[config.mk]
export PLATFORM = sky130hd
export DESIGN_NAME = two_key_press_event_decoder_core_flat
export DESIGN_NICKNAME = d
export VERILOG_FILES = /design/src/rtl/tkpe_pkg.sv /design/src/rtl/tkpe_if.sv /design/src/rtl/tkpe_debounce.sv /design/src/rtl/two_key_press_event_decoder_core.sv /design/src/flat_wrapper.sv
export SDC_FILE = /design/constraint.sdc
export NUM_CORES = 1
export LEC_CHECK = 0
export ABC_AREA = 1
export BUFFER_PORTS_ARGS = -buffer_cell sky130_fd_sc_hd__buf_2
export CORE_ASPECT_RATIO = 2
export CORE_MARGIN = 4
export CORE_UTILIZATION = 35
export DETAILED_ROUTE_END_ITERATION = 10
export PLACE_DENSITY_LB_ADDON = 0.3
export SLEW_MARGIN = 20
export SYNTH_ARGS = -nofsm -noshare
export SYNTH_HDL_FRONTEND = slang
export SYNTH_SLANG_ARGS = --single-unit
[constraint.sdc]
create_clock -name clk -period 7.5 [get_ports clk]
set_input_delay 0.75 -clock clk [delete_from_list [all_inputs] [get_ports clk]]
set_output_delay 0.75 -clock clk [all_outputs]
set_load 0.02 [all_outputs]
[src/rtl/tkpe_pkg.sv]
package tkpe_pkg;

	// depth of each key's shift history
	localparam int unsigned HISTORY_BITS = 8;

	localparam int unsigned TIME_W  = 32;
	localparam int unsigned THR_W   = 16;
	localparam int unsigned SAMP_W  = 4;
	localparam int unsigned CFG_W   = 16;
	localparam int unsigned CFG_IDX_W = 3;
	localparam int unsigned EVT_W   = 3;

	typedef logic [HISTORY_BITS-1:0] history_t;
	typedef logic [TIME_W-1:0]       ms_t;
	typedef logic [THR_W-1:0]        thr_t;

	typedef enum logic [EVT_W-1:0] {
		EVT_NULL       = 3'd0,
		EVT_K1_QUICK   = 3'd1,
		EVT_K1_SHORT   = 3'd2,
		EVT_K2_SHORT   = 3'd3,
		EVT_BOTH_LONG  = 3'd4,
		EVT_BOTH_VLONG = 3'd5,
		EVT_BOTH_REL   = 3'd6
	} event_t;

	typedef enum logic [CFG_IDX_W-1:0] {
		REG_DEB_EN     = 3'd0,
		REG_DEB_SAMP   = 3'd1,
		REG_MIN_PRESS  = 3'd2,
		REG_MED_PRESS  = 3'd3,
		REG_MAX_SHORT  = 3'd4,
		REG_BOTH_LONG  = 3'd5,
		REG_BOTH_VLONG = 3'd6
	} cfg_idx_t;

	localparam logic [SAMP_W-1:0] DEB_SAMP_RST   = 4'd4;
	localparam thr_t              MIN_PRESS_RST  = 16'd50;
	localparam thr_t              MED_PRESS_RST  = 16'd800;
	localparam thr_t              MAX_SHORT_RST  = 16'd3000;
	localparam thr_t              BOTH_LONG_RST  = 16'd1500;
	localparam thr_t              BOTH_VLONG_RST = 16'd5000;

	// low-bit mask of the newest samples; count clamps to 1..HISTORY_BITS
	function automatic history_t sample_mask(logic [SAMP_W-1:0] samples);
		history_t    m;
		int unsigned n;
		n = int'(samples);
		if (n < 1) n = 1;
		if (n > HISTORY_BITS) n = HISTORY_BITS;
		for (int unsigned i = 0; i < HISTORY_BITS; i++) begin
			m[i] = (i < n);
		end
		return m;
	endfunction

endpackage

[src/rtl/tkpe_if.sv]
interface tkpe_poll_if;
	logic                          valid;
	logic                          ready;
	logic                          key_one_raw;
	logic                          key_two_raw;
	logic [tkpe_pkg::TIME_W-1:0]   now_ms;
	logic                          late_release_allowed;
	logic                          display_dimmed;

	modport source (output valid, key_one_raw, key_two_raw, now_ms,
		late_release_allowed, display_dimmed, input ready);
	modport sink (input valid, key_one_raw, key_two_raw, now_ms,
		late_release_allowed, display_dimmed, output ready);
endinterface

interface tkpe_event_if;
	logic                          valid;
	logic                          ready;
	logic [tkpe_pkg::EVT_W-1:0]    event_code;
	logic                          activity;
	logic                          wake_only;
	logic                          keys_idle;

	modport source (output valid, event_code, activity, wake_only, keys_idle,
		input ready);
	modport sink (input valid, event_code, activity, wake_only, keys_idle,
		output ready);
endinterface

[src/rtl/tkpe_debounce.sv]
module tkpe_debounce (
	input  logic                 clk,
	input  logic                 arst_n,
	input  logic                 advance,
	input  logic                 raw,
	input  logic                 enable,
	input  tkpe_pkg::history_t   mask,
	output logic                 level
);
	import tkpe_pkg::*;

	history_t history_q;
	history_t history_nxt;

	// shift every poll, even with debounce off
	assign history_nxt = {history_q[HISTORY_BITS-2:0], raw};
	assign level = enable ? ((history_nxt & mask) == mask) : raw;

	always_ff @(posedge clk or negedge arst_n) begin
		if (!arst_n) begin
			history_q <= '1;
		end else if (advance) begin
			history_q <= history_nxt;
		end
	end

endmodule

[src/rtl/two_key_press_event_decoder_core.sv]
// Two-key press event decoder.
//
// poll (sink): one request per key poll carrying both raw key levels, the
// free-running millisecond time, the late-release mode flag and the dimmed
// flag. result (source): exactly one result per request with the event code,
// activity, wake_only and keys_idle.
// Configuration: cfg_we/cfg_idx/cfg_wdata write one configuration register per
// edge; write only while no request is in flight.
//
// A request accepted into the input register is decoded in one pass of
// compares and 32-bit time subtractions against the key state and lands
// in the result register once that register has room. Throughput is one
// request per cycle, set by the single decode pass, unless result stalls.
// When result stalls, the result register holds; the input register still
// takes one more request, then poll.ready drops until result drains.
// Reset (arst_n low) clears histories to all pressed, the press tracking flags,
// and loads the register defaults; no clearing pass is needed.
module two_key_press_event_decoder_core (
	input  logic                            clk,
	input  logic                            arst_n,
	tkpe_poll_if.sink                       poll,
	tkpe_event_if.source                    result,
	input  logic                            cfg_we,
	input  logic [tkpe_pkg::CFG_IDX_W-1:0]  cfg_idx,
	input  logic [tkpe_pkg::CFG_W-1:0]      cfg_wdata
);
	import tkpe_pkg::*;

	// configuration registers
	logic              deb_en_q;
	logic [SAMP_W-1:0] deb_samp_q;
	thr_t              min_press_q, med_press_q, max_short_q;
	thr_t              both_long_q, both_vlong_q;

	// input stage
	logic valid_s1;
	logic r1_s1, r2_s1, late_s1, dim_s1;
	ms_t  now_s1;

	// key tracking state
	ms_t  t1_q, t2_q, tboth_q;
	logic v1_q, v2_q, prev1_q, prev2_q, both_prev_q;
	logic long_done_q, vlong_done_q, rel_done_q, locked_q, both_open_q;

	// result register
	logic   out_valid_q;
	event_t evt_q;
	logic   act_q, wake_q, idle_q;

	logic     advance;
	logic     b1, b2, both_held;
	history_t mask;

	// next-state values of one decode pass
	ms_t    t1_d, t2_d, tboth_d;
	ms_t    dur1, dur2, dur_both;
	logic   v1_d, v2_d;
	logic   long_done_d, vlong_done_d, rel_done_d, locked_d, both_open_d;
	event_t evt_d, evt_out;
	logic   act_d, wake_d, idle_d;

	// move the staged request into the result register when it has room
	assign advance    = valid_s1 && (!out_valid_q || result.ready);
	assign poll.ready = !valid_s1 || advance;

	always_ff @(posedge clk or negedge arst_n) begin
		if (!arst_n) begin
			deb_en_q     <= 1'b1;
			deb_samp_q   <= DEB_SAMP_RST;
			min_press_q  <= MIN_PRESS_RST;
			med_press_q  <= MED_PRESS_RST;
			max_short_q  <= MAX_SHORT_RST;
			both_long_q  <= BOTH_LONG_RST;
			both_vlong_q <= BOTH_VLONG_RST;
		end else if (cfg_we) begin
			case (cfg_idx_t'(cfg_idx))
				REG_DEB_EN:     deb_en_q     <= cfg_wdata[0];
				REG_DEB_SAMP:   deb_samp_q   <= cfg_wdata[SAMP_W-1:0];
				REG_MIN_PRESS:  min_press_q  <= cfg_wdata[THR_W-1:0];
				REG_MED_PRESS:  med_press_q  <= cfg_wdata[THR_W-1:0];
				REG_MAX_SHORT:  max_short_q  <= cfg_wdata[THR_W-1:0];
				REG_BOTH_LONG:  both_long_q  <= cfg_wdata[THR_W-1:0];
				REG_BOTH_VLONG: both_vlong_q <= cfg_wdata[THR_W-1:0];
				default: ;
			endcase
		end
	end

	// input register
	always_ff @(posedge clk or negedge arst_n) begin
		if (!arst_n) begin
			valid_s1 <= 1'b0;
		end else if (poll.ready) begin
			valid_s1 <= poll.valid;
		end
	end

	always_ff @(posedge clk) begin
		if (poll.valid && poll.ready) begin
			r1_s1   <= poll.key_one_raw;
			r2_s1   <= poll.key_two_raw;
			now_s1  <= poll.now_ms;
			late_s1 <= poll.late_release_allowed;
			dim_s1  <= poll.display_dimmed;
		end
	end

	assign mask = sample_mask(deb_samp_q);

	tkpe_debounce u_deb_one (
		.clk     (clk),
		.arst_n  (arst_n),
		.advance (advance),
		.raw     (r1_s1),
		.enable  (deb_en_q),
		.mask    (mask),
		.level   (b1)
	);

	tkpe_debounce u_deb_two (
		.clk     (clk),
		.arst_n  (arst_n),
		.advance (advance),
		.raw     (r2_s1),
		.enable  (deb_en_q),
		.mask    (mask),
		.level   (b2)
	);

	assign both_held = b1 && b2;
	assign dur1      = now_s1 - t1_q;
	assign dur2      = now_s1 - t2_q;
	assign dur_both  = now_s1 - tboth_q;

	always_comb begin
		t1_d         = t1_q;
		t2_d         = t2_q;
		tboth_d      = tboth_q;
		v1_d         = v1_q;
		v2_d         = v2_q;
		long_done_d  = long_done_q;
		vlong_done_d = vlong_done_q;
		rel_done_d   = rel_done_q;
		locked_d     = locked_q;
		both_open_d  = both_open_q;
		evt_d        = EVT_NULL;

		// both keys up: unlock singles, arm a new both sequence
		if (!b1 && !b2) begin
			locked_d    = 1'b0;
			both_open_d = 1'b1;
		end

		if (both_held) begin
			// singles are void once both keys are held
			locked_d = 1'b1;
			v1_d     = 1'b0;
			v2_d     = 1'b0;
			if (both_open_d) begin
				both_open_d  = 1'b0;
				tboth_d      = now_s1;
				long_done_d  = 1'b0;
				vlong_done_d = 1'b0;
				rel_done_d   = 1'b0;
			end else begin
				if (dur_both >= ms_t'(both_long_q) && !long_done_q) begin
					long_done_d = 1'b1;
					evt_d       = EVT_BOTH_LONG;
				end
				// very long wins when both thresholds fall in one poll
				if (dur_both >= ms_t'(both_vlong_q) && !vlong_done_q) begin
					vlong_done_d = 1'b1;
					evt_d        = EVT_BOTH_VLONG;
				end
			end
		end else if (both_prev_q) begin
			if (dur_both >= ms_t'(both_long_q) && !vlong_done_q && !long_done_q) begin
				if (late_s1) evt_d = EVT_BOTH_LONG;
			end else if (!b1 && !b2 && long_done_q && !vlong_done_q && !rel_done_q) begin
				rel_done_d = 1'b1;
				evt_d      = EVT_BOTH_REL;
			end
		end else if (!locked_d) begin
			if (prev1_q && !b1) begin
				if (v1_q) begin
					if (dur1 > ms_t'(min_press_q) && dur1 <= ms_t'(med_press_q)) begin
						evt_d = EVT_K1_QUICK;
					end else if (dur1 > ms_t'(med_press_q) &&
						dur1 < ms_t'(max_short_q)) begin
						evt_d = EVT_K1_SHORT;
					end
				end
			end else if (!prev1_q && b1) begin
				t1_d = now_s1;
				v1_d = 1'b1;
			end
			if (prev2_q && !b2) begin
				if (v2_q && dur2 > ms_t'(min_press_q) && dur2 < ms_t'(max_short_q)) begin
					evt_d = EVT_K2_SHORT;
				end
			end else if (!prev2_q && b2) begin
				t2_d = now_s1;
				v2_d = 1'b1;
			end
		end

		// both keys released: drop the both sequence
		if (!b1 && !b2) begin
			both_open_d  = 1'b1;
			long_done_d  = 1'b0;
			vlong_done_d = 1'b0;
			rel_done_d   = 1'b0;
		end

		// swallow the event while dimmed, wake only
		act_d   = (evt_d != EVT_NULL);
		wake_d  = act_d && dim_s1;
		evt_out = wake_d ? EVT_NULL : evt_d;
		idle_d  = !r1_s1 && !r2_s1 && !b1 && !b2;
	end

	always_ff @(posedge clk or negedge arst_n) begin
		if (!arst_n) begin
			v1_q         <= 1'b0;
			v2_q         <= 1'b0;
			prev1_q      <= 1'b0;
			prev2_q      <= 1'b0;
			both_prev_q  <= 1'b0;
			long_done_q  <= 1'b0;
			vlong_done_q <= 1'b0;
			rel_done_q   <= 1'b0;
			locked_q     <= 1'b0;
			both_open_q  <= 1'b1;
		end else if (advance) begin
			v1_q         <= v1_d;
			v2_q         <= v2_d;
			prev1_q      <= b1;
			prev2_q      <= b2;
			both_prev_q  <= both_held;
			long_done_q  <= long_done_d;
			vlong_done_q <= vlong_done_d;
			rel_done_q   <= rel_done_d;
			locked_q     <= locked_d;
			both_open_q  <= both_open_d;
		end
	end

	// press times are only read behind their valid flags or a running both sequence
	always_ff @(posedge clk) begin
		if (advance) begin
			t1_q    <= t1_d;
			t2_q    <= t2_d;
			tboth_q <= tboth_d;
		end
	end

	// result register
	always_ff @(posedge clk or negedge arst_n) begin
		if (!arst_n) begin
			out_valid_q <= 1'b0;
		end else if (advance) begin
			out_valid_q <= 1'b1;
		end else if (result.ready) begin
			out_valid_q <= 1'b0;
		end
	end

	always_ff @(posedge clk) begin
		if (advance) begin
			evt_q  <= evt_out;
			act_q  <= act_d;
			wake_q <= wake_d;
			idle_q <= idle_d;
		end
	end

	assign result.valid      = out_valid_q;
	assign result.event_code = evt_q;
	assign result.activity   = act_q;
	assign result.wake_only  = wake_q;
	assign result.keys_idle  = idle_q;

	// a swallowed event still reports activity but carries no code
	a_wake_clears_code: assert property (@(posedge clk) disable iff (!arst_n)
		out_valid_q && wake_q |-> act_q && evt_q == EVT_NULL)
		else $error("wake_only result carries an event code");

	a_code_sets_activity: assert property (@(posedge clk) disable iff (!arst_n)
		out_valid_q && evt_q != EVT_NULL |-> act_q)
		else $error("event code without activity");

	a_both_held_closed: assert property (@(posedge clk) disable iff (!arst_n)
		both_prev_q |-> !both_open_q)
		else $error("both keys held but sequence still open");

	a_result_from_stage: assert property (@(posedge clk) disable iff (!arst_n)
		$rose(out_valid_q) |-> $past(valid_s1))
		else $error("result appeared without a staged request");

endmodule
[src/flat_wrapper.sv]
// flat-port wrapper written by rule: the top's interface ports become plain ports
module two_key_press_event_decoder_core_flat import tkpe_pkg::*;
  (clk, arst_n, cfg_we, cfg_idx, cfg_wdata, poll_valid, poll_key_one_raw, poll_key_two_raw, poll_now_ms, poll_late_release_allowed, poll_display_dimmed, poll_ready, result_valid, result_event_code, result_activity, result_wake_only, result_keys_idle, result_ready);
  tkpe_poll_if poll_i ();
  tkpe_event_if result_i ();
  input  logic clk;
  input  logic arst_n;
  input  logic cfg_we;
  input  logic [tkpe_pkg::CFG_IDX_W-1:0] cfg_idx;
  input  logic [tkpe_pkg::CFG_W-1:0] cfg_wdata;
  input wire logic [$bits(poll_i.valid)-1:0] poll_valid;
  input wire logic [$bits(poll_i.key_one_raw)-1:0] poll_key_one_raw;
  input wire logic [$bits(poll_i.key_two_raw)-1:0] poll_key_two_raw;
  input wire logic [$bits(poll_i.now_ms)-1:0] poll_now_ms;
  input wire logic [$bits(poll_i.late_release_allowed)-1:0] poll_late_release_allowed;
  input wire logic [$bits(poll_i.display_dimmed)-1:0] poll_display_dimmed;
  output wire logic [$bits(poll_i.ready)-1:0] poll_ready;
  output wire logic [$bits(result_i.valid)-1:0] result_valid;
  output wire logic [$bits(result_i.event_code)-1:0] result_event_code;
  output wire logic [$bits(result_i.activity)-1:0] result_activity;
  output wire logic [$bits(result_i.wake_only)-1:0] result_wake_only;
  output wire logic [$bits(result_i.keys_idle)-1:0] result_keys_idle;
  input wire logic [$bits(result_i.ready)-1:0] result_ready;
  assign poll_i.valid = poll_valid;
  assign poll_i.key_one_raw = poll_key_one_raw;
  assign poll_i.key_two_raw = poll_key_two_raw;
  assign poll_i.now_ms = poll_now_ms;
  assign poll_i.late_release_allowed = poll_late_release_allowed;
  assign poll_i.display_dimmed = poll_display_dimmed;
  assign poll_ready = poll_i.ready;
  assign result_valid = result_i.valid;
  assign result_event_code = result_i.event_code;
  assign result_activity = result_i.activity;
  assign result_wake_only = result_i.wake_only;
  assign result_keys_idle = result_i.keys_idle;
  assign result_i.ready = result_ready;
  two_key_press_event_decoder_core u_core (.clk(clk), .arst_n(arst_n), .poll(poll_i), .result(result_i), .cfg_we(cfg_we), .cfg_idx(cfg_idx), .cfg_wdata(cfg_wdata));
endmodule
**After elaboration in Yosys (flattened, before gate mapping)**

Index checks and enable logic that the tools add are counted.

- Bits in registers: 249
- Latch bits: 0
- RAM bits: 0
- Bits in read-only memories: 0
- Output and inout port bits: 8
- Word-level logic and storage cells: 186
- Memories kept: 0

- Add/subtract/negate cells: 3
- $mul: 0
- Divide/modulo/power cells: 0
- Order comparisons: 18
- Equal/unequal tests: 14
- Shift operators: 0
- Muxes and demuxes: 50
- Bitwise operators: 7
- Reductions and logical operators: 61

Operator list:

| operator | count |
|---|---|
| 32-bit by 16-bit > comparator with 1-bit output | 3 |
| 32-bit subtractor | 3 |
| 32-bit by 16-bit greater-or-equal comparator with 1-bit output | 2 |
| 32-bit by 16-bit less-than comparator with 1-bit output | 2 |
| 3-bit two-way mux | 14 |
| 1-bit two-way mux | 33 |
| 32-bit by 16-bit <= comparator with 1-bit output | 1 |
| 1-bit logical AND | 23 |
| 8-bit AND | 2 |
| 8-bit equality test | 2 |
| 3-bit by 4-bit less-than comparator with 1-bit output (first input constant) | 4 |
| 5-bit AND reduction | 3 |
| 3-bit nonzero test | 5 |
| 2-bit AND reduction | 7 |
| 6-bit AND reduction | 2 |
| 1-bit zero test | 11 |
| 3-bit equality test (second input constant) | 3 |
| 3-bit AND reduction | 3 |
| 1-bit by 4-bit less-than comparator with 1-bit output (first input constant) | 2 |
| 2-bit by 4-bit less-than comparator with 1-bit output (first input constant) | 2 |
| 4-bit two-way mux | 2 |
| 2-bit nonzero test | 4 |
| 3-bit by 2-bit equality test with 1-bit output (second input constant) | 2 |
| 2-bit by 1-bit inequality test with 1-bit output (second input constant) | 3 |
| other kinds (10) | 15 |

**Logic depth before layout (Yosys ltp)**

- Depth in word-level cells: 19
- Mapped depth: 27

**Hierarchy**

A second synthesis with hierarchy kept.

- Cell total of the unflattened synthesis: 2,618
- Area, all modules: 18,849.3 µm²

By module, submodules not included:

| module | times used | cells an instance | area each (µm²) |
|---|---|---|---|
| two_key_press_event_decoder_core | 1 | 2,524 | 18,136.1 |
| tkpe_debounce | 2 | 47 | 356.6 |

**Worst setup path after synthesis**

OpenSTA, ideal clock, no wires.

- Path type: register to register
- From: register u_core.deb_samp_q[2]
- To: register u_core.t1_q[0] (enable)
- Data arrival time: 4.812 ns
- Required time: 6.998 ns
- Slack: 2.186 ns
- Cell stages (with the launch flop): 15
- Period minus slack after synthesis: 5.314 ns
- Cells stage by stage: dfstp_2 > nand2_1 > nand3_1 > nand2_1 > nand3_1 > o21ai_0 > and2_1 > inv_1 > ha_1 > inv_1 > a21oi_1 > inv_1 > nor2_1 > inv_1 > nor4_1

- Cells in the longest elaborated chain, start to end: 13
- Elaborated cells between the ends (all ways): 29

Ends and longest elaborated chain:

| element | RTL line | source |
|---|---|---|
| start, declared | two_key_press_event_decoder_core.sv:31 | `logic [SAMP_W-1:0] deb_samp_q;` |
| start signal, assigned | two_key_press_event_decoder_core.sv:78 | `REG_DEB_SAMP: deb_samp_q <= cfg_wdata[SAMP_W-1:0];` |
| 4-bit by 1-bit less-than comparator with 1-bit output | tkpe_pkg.sv:49 | `if (n < 1) n = 1;` |
| 4-bit two-way mux (*) | tkpe_pkg.sv:49 |  |
| 4-bit > comparator | tkpe_pkg.sv:50 | `if (n > HISTORY_BITS) n = HISTORY_BITS;` |
| 4-bit two-way mux (*) | tkpe_pkg.sv:50 |  |
| 1-bit by 4-bit less-than comparator with 1-bit output (tied with other cells) | tkpe_pkg.sv:52 | `m[i] = (i < n);` |
| 8-bit AND | tkpe_debounce.sv:17 | `assign level = enable ? ((history_nxt & mask) == mask) : raw;` |
| 8-bit equality test (*) | tkpe_debounce.sv:17 |  |
| 1-bit two-way mux (*) | tkpe_debounce.sv:17 |  |
| net u_core.b1 | two_key_press_event_decoder_core.sv:51 | `logic b1, b2, both_held;` |
| 1-bit zero test | two_key_press_event_decoder_core.sv:149, two_key_press_event_decoder_core.sv:184 |  |
| 1-bit logical AND | two_key_press_event_decoder_core.sv:149 | `if (!b1 && !b2) begin` |
| 1-bit two-way mux | two_key_press_event_decoder_core.sv:149 |  |
| 1-bit inverter (no source line) | -- |  |
| 6-bit AND reduction (no source line) (*) | -- |  |
| end signal, assigned | two_key_press_event_decoder_core.sv:251 | `t1_q <= t1_d;` |
| end, declared | two_key_press_event_decoder_core.sv:41 | `ms_t t1_q, t2_q, tboth_q;` |

Mark *: on every way through the listed nets, which the timed path passes. The rest lies on a longest branch.
A chain may end at the register's enable or synchronous reset.

**Worst setup path in the final report**

- From: register u_core.now_s1[4]
- To: register u_core.wake_q, in the netlist u_core.result.wake_only, data pin

- Cells in the longest elaborated chain, start to end: 14
- Elaborated cells between the ends (all ways): 34

Ends and longest elaborated chain:

| element | RTL line | source |
|---|---|---|
| start, declared | two_key_press_event_decoder_core.sv:38 | `ms_t now_s1;` |
| start signal, assigned | two_key_press_event_decoder_core.sv:102 | `now_s1 <= poll.now_ms;` |
| 32-bit subtractor | two_key_press_event_decoder_core.sv:131 | `assign dur1 = now_s1 - t1_q;` |
| 32-bit by 16-bit > comparator with 1-bit output / 32-bit by 16-bit less-than comparator with 1-bit output (equally long branches) | two_key_press_event_decoder_core.sv:188, two_key_press_event_decoder_core.sv:189 |  |
| 1-bit logical AND | two_key_press_event_decoder_core.sv:188 | `end else if (dur1 > ms_t'(med_press_q) &&` |
| 2-bit two-way mux | two_key_press_event_decoder_core.sv:188 |  |
| 3-bit two-way mux | two_key_press_event_decoder_core.sv:186 | `if (dur1 > ms_t'(min_press_q) && dur1 <= ms_t'(med_press_q)) begin` |
| 3-bit two-way mux | two_key_press_event_decoder_core.sv:185 | `if (v1_q) begin` |
| 3-bit two-way mux | two_key_press_event_decoder_core.sv:184 | `if (prev1_q && !b1) begin` |
| 3-bit two-way mux | two_key_press_event_decoder_core.sv:198 | `if (v2_q && dur2 > ms_t'(min_press_q) && dur2 < ms_t'(max_short_q)) begin` |
| 3-bit two-way mux | two_key_press_event_decoder_core.sv:197 | `if (prev2_q && !b2) begin` |
| 3-bit two-way mux | two_key_press_event_decoder_core.sv:183 | `end else if (!locked_d) begin` |
| 3-bit two-way mux | two_key_press_event_decoder_core.sv:176 | `end else if (both_prev_q) begin` |
| 3-bit two-way mux (*) | two_key_press_event_decoder_core.sv:154 | `if (both_held) begin` |
| 3-bit nonzero test (*) | two_key_press_event_decoder_core.sv:216 | `act_d = (evt_d != EVT_NULL);` |
| 1-bit logical AND (*) | two_key_press_event_decoder_core.sv:217 | `wake_d = act_d && dim_s1;` |
| net u_core.wake_d | two_key_press_event_decoder_core.sv:60 | `logic act_d, wake_d, idle_d;` |
| end signal, assigned | two_key_press_event_decoder_core.sv:272 | `wake_q <= wake_d;` |
| end, declared | two_key_press_event_decoder_core.sv:48 | `logic act_q, wake_q, idle_q;` |

Marked as above.

==> metrics.txt <==
Slew Limit Fails=0; CP peak stage delay=~0.53 ns; Worst Hold Class=primary input to asynchronous set/reset pin; Most used DFF post-synth=edfxtp_1; post-synth top area share=22.2%; total gr overflow=0; CTS Hold Bufs=0; most frequent CP cell=nand2_1; worst rel slew slack=a little under a third; number of synthesized flops with an enable pin=138; antenna violations before repair=1; first-pass GRT wire length=between 90,000 and 100,000 µm; Max Cap Violations=0; asr flop ratio synth=between 40% and 50%; die area=0.0572 mm²; PortBufs=67; Resized cells post-CTS=0; commonest cells after routing, fill and taps aside=nand2_1 (764), inv_1 (493), ha_1 (205); Top Ports=68; FP Rows=119; largest net degree at the start of global routing=74; Final Hold Viols=0; count of cell types in the netlist=42; period utilisation layout=between 60% and 70%; CTS H-Tree Depth=1; Yosys warning total=0; Vias/cell=4.97; Synthesized Nets=~2,800; Syn-to-layout area delta=11.1%; core area=~0.053 mm²; RSZ-0062 raised after global routing=false; kind of critical path=flop to flop; status=finished clean; commonest non-fill, non-tap cell in the layout=nand2_1; critical path's top delay family=simple AND/OR/NAND/NOR gates; clk_skew=slightly above 0.03 ns; First-pass DRT Iterations=6; worst-skew pair later-pin latency=0.58 ns; postcts setup bufs=0; cell type with the highest aggregate area in the netlist=edfxtp_1; Initial Util=35.3%; GRT Total Usage=about 22%; Worst EP required=7.91 ns; DRT antenna net count=0; Post-Route WL=~64,000 µm; n_diodes=0; worst endpoint data arrival time=slightly below 5 ns; Slowest cell on crit path=edfxtp_1; FF+latch count, synth=roughly 250; setup_tns=0 ns; highest clock rate=around 220 MHz; CTS root buf=clkbuf_16; Longest Clk Path Bufs=3; via count of the first global-routing pass=16,578; final hold slack=about 0.17 ns; Netlist Area Pre-Place=0.0186 mm²; Least-Margin Pin Slew=around 1.0 ns; final setup vio count=0; Mean Syn Cell Area=between 7 and 8 µm²; cell count along the critical path=21; share of cells above drive strength 1=under 10%; leakage=10.7 nW; CTS Buf Count=26; largest cells by area after synthesis=edfxtp_1 (22%), nand2_1 (15%), ha_1 (14%); crit start category=flop; pre-CTS WS=3.01 ns; final setup margin=slightly below 3 ns; worst path cell trace=ha_1 > a21oi_1 > o21ai_0 > a21o_1 > nand2_1 > nand2_1 > xor2_1 > ha_1 > nor3_1 > o211ai_1 > a21oi_1 > nand4_1 > nor2_1 > nand3_1 > nor2_1 > nand3_1 > nand2_1 > nand2_1 > nand2_1 > inv_2 > a21oi_1; Clock Sinks=between 200 and 250; DRC viols=0; CP Max Fanout=6; via count=roughly 16,000; Routed WL per cell=19.4 µm; CP bufs+invs=1; Die H=approximately 330 µm; TritonCTS clock tree=done; Tmin final=~4.5 ns; cells after synthesis=roughly 2,500; sequential area share after synthesis=37.4%; DRT iter0 DRCs=roughly 1,000; die outline width=around 170 µm; pwr/cell area=between 200 and 250 mW/mm²; dpl hpwl=roughly 53,000 µm; GPL Wtd Cong=~0.96; Layout Nets=about 2,900; Worst-path clk slew=approximately 0.06 ns; Max IR drop VDD=0.176 mV; worst reg2reg path depth=21; Setup crit end kind=flop
stage by stage:
step / instances / utilization (%) / total power, mW / area, µm²
CTS: 3298 / 39.2 / 5.00 / 20700
global placement: 3250 / 37.5 / 3.56 / 19800
floorplan: 2531 / - / 3.02 / 18600
finish: 3298 / 39.2 / 4.96 / 20700
global route: 3298 / 39.2 / 5.30 / 20700
detailed placement: 3250 / 37.5 / 3.61 / 19800
synth_stat cells, drive strengths merged, types with 19 or more instances:
cell type / instances
nor2: 197
dfrtp: 69
ha: 205
clkbuf: 19
xor2: 39
dfstp: 42
edfxtp: 138
inv: 499
nand3: 129
a21oi: 135
nor3: 25
nand4: 34
nand2: 777
o21ai: 146
per-layer routing:
layer / vias up / GRT usage (%) / part of all wire [%]
li1: 8264 / - / -
met1: 7515 / 20.9 / 34
met2: 418 / 42.3 / 54
met3: 179 / 1.80 / 3.1
met4: 2 / 16.9 / 9.7
met5: - / 0 / 0.011
layout make-up:
class                           instances  area [µm²]
Clock buffer                           37         808
Clock inverter                         11        85.1
Fill cell                            5570       32000
Inverter                              500        1880
Multi-Input combinational cell       1763        9720
Sequential cell                       249        6970
Tap cell                              665         832
Timing Repair Buffer                   73         383
cells by family after synthesis:
kind of cell               synth area share (%)
and+or+nand+nor                            26.3
buffers and inverters                      10.5
AOI/OAI and AO/OA                          9.53
DFF                                        37.4
adders and majority gates                  14.1
xor gates and xnor gates                   2.21
registers in the layout, indices dropped and copies added (netlist names), 7 cells and up:
signal	count
u_core.both_long_q	16
u_core.both_vlong_q	16
u_core.max_short_q	16
u_core.med_press_q	16
u_core.min_press_q	16
u_core.now_s1	32
u_core.t1_q	32
u_core.t2_q	32
u_core.tboth_q	32
u_core.u_deb_one.history_q	7
u_core.u_deb_two.history_q	7
power breakdown:
group,internal [mW],switching (mW),total [mW]
registers,1.70,0.135,1.83
logic,0.602,1.16,1.76
clock network,0.759,0.610,1.37
total,3.06,1.90,4.96
worst paths after layout:
| check | start | to | slack [ns] |
|---|---|---|---|
| min reg2reg | u_core.med_press_q[1] | u_core.med_press_q[1] | 0.49 |
| min in group clk | poll_now_ms[11] | u_core.now_s1[11] | 0.34 |
| min | arst_n | u_core.result.valid | 0.17 |
| max reg2reg | u_core.now_s1[4] | u_core.result.wake_only | 2.98 |
| max | u_core.now_s1[4] | u_core.result.wake_only | 2.98 |
| max in group asynchronous | arst_n | u_core.med_press_q[10] | 6.01 |
(Power assumes the default switching activity.)
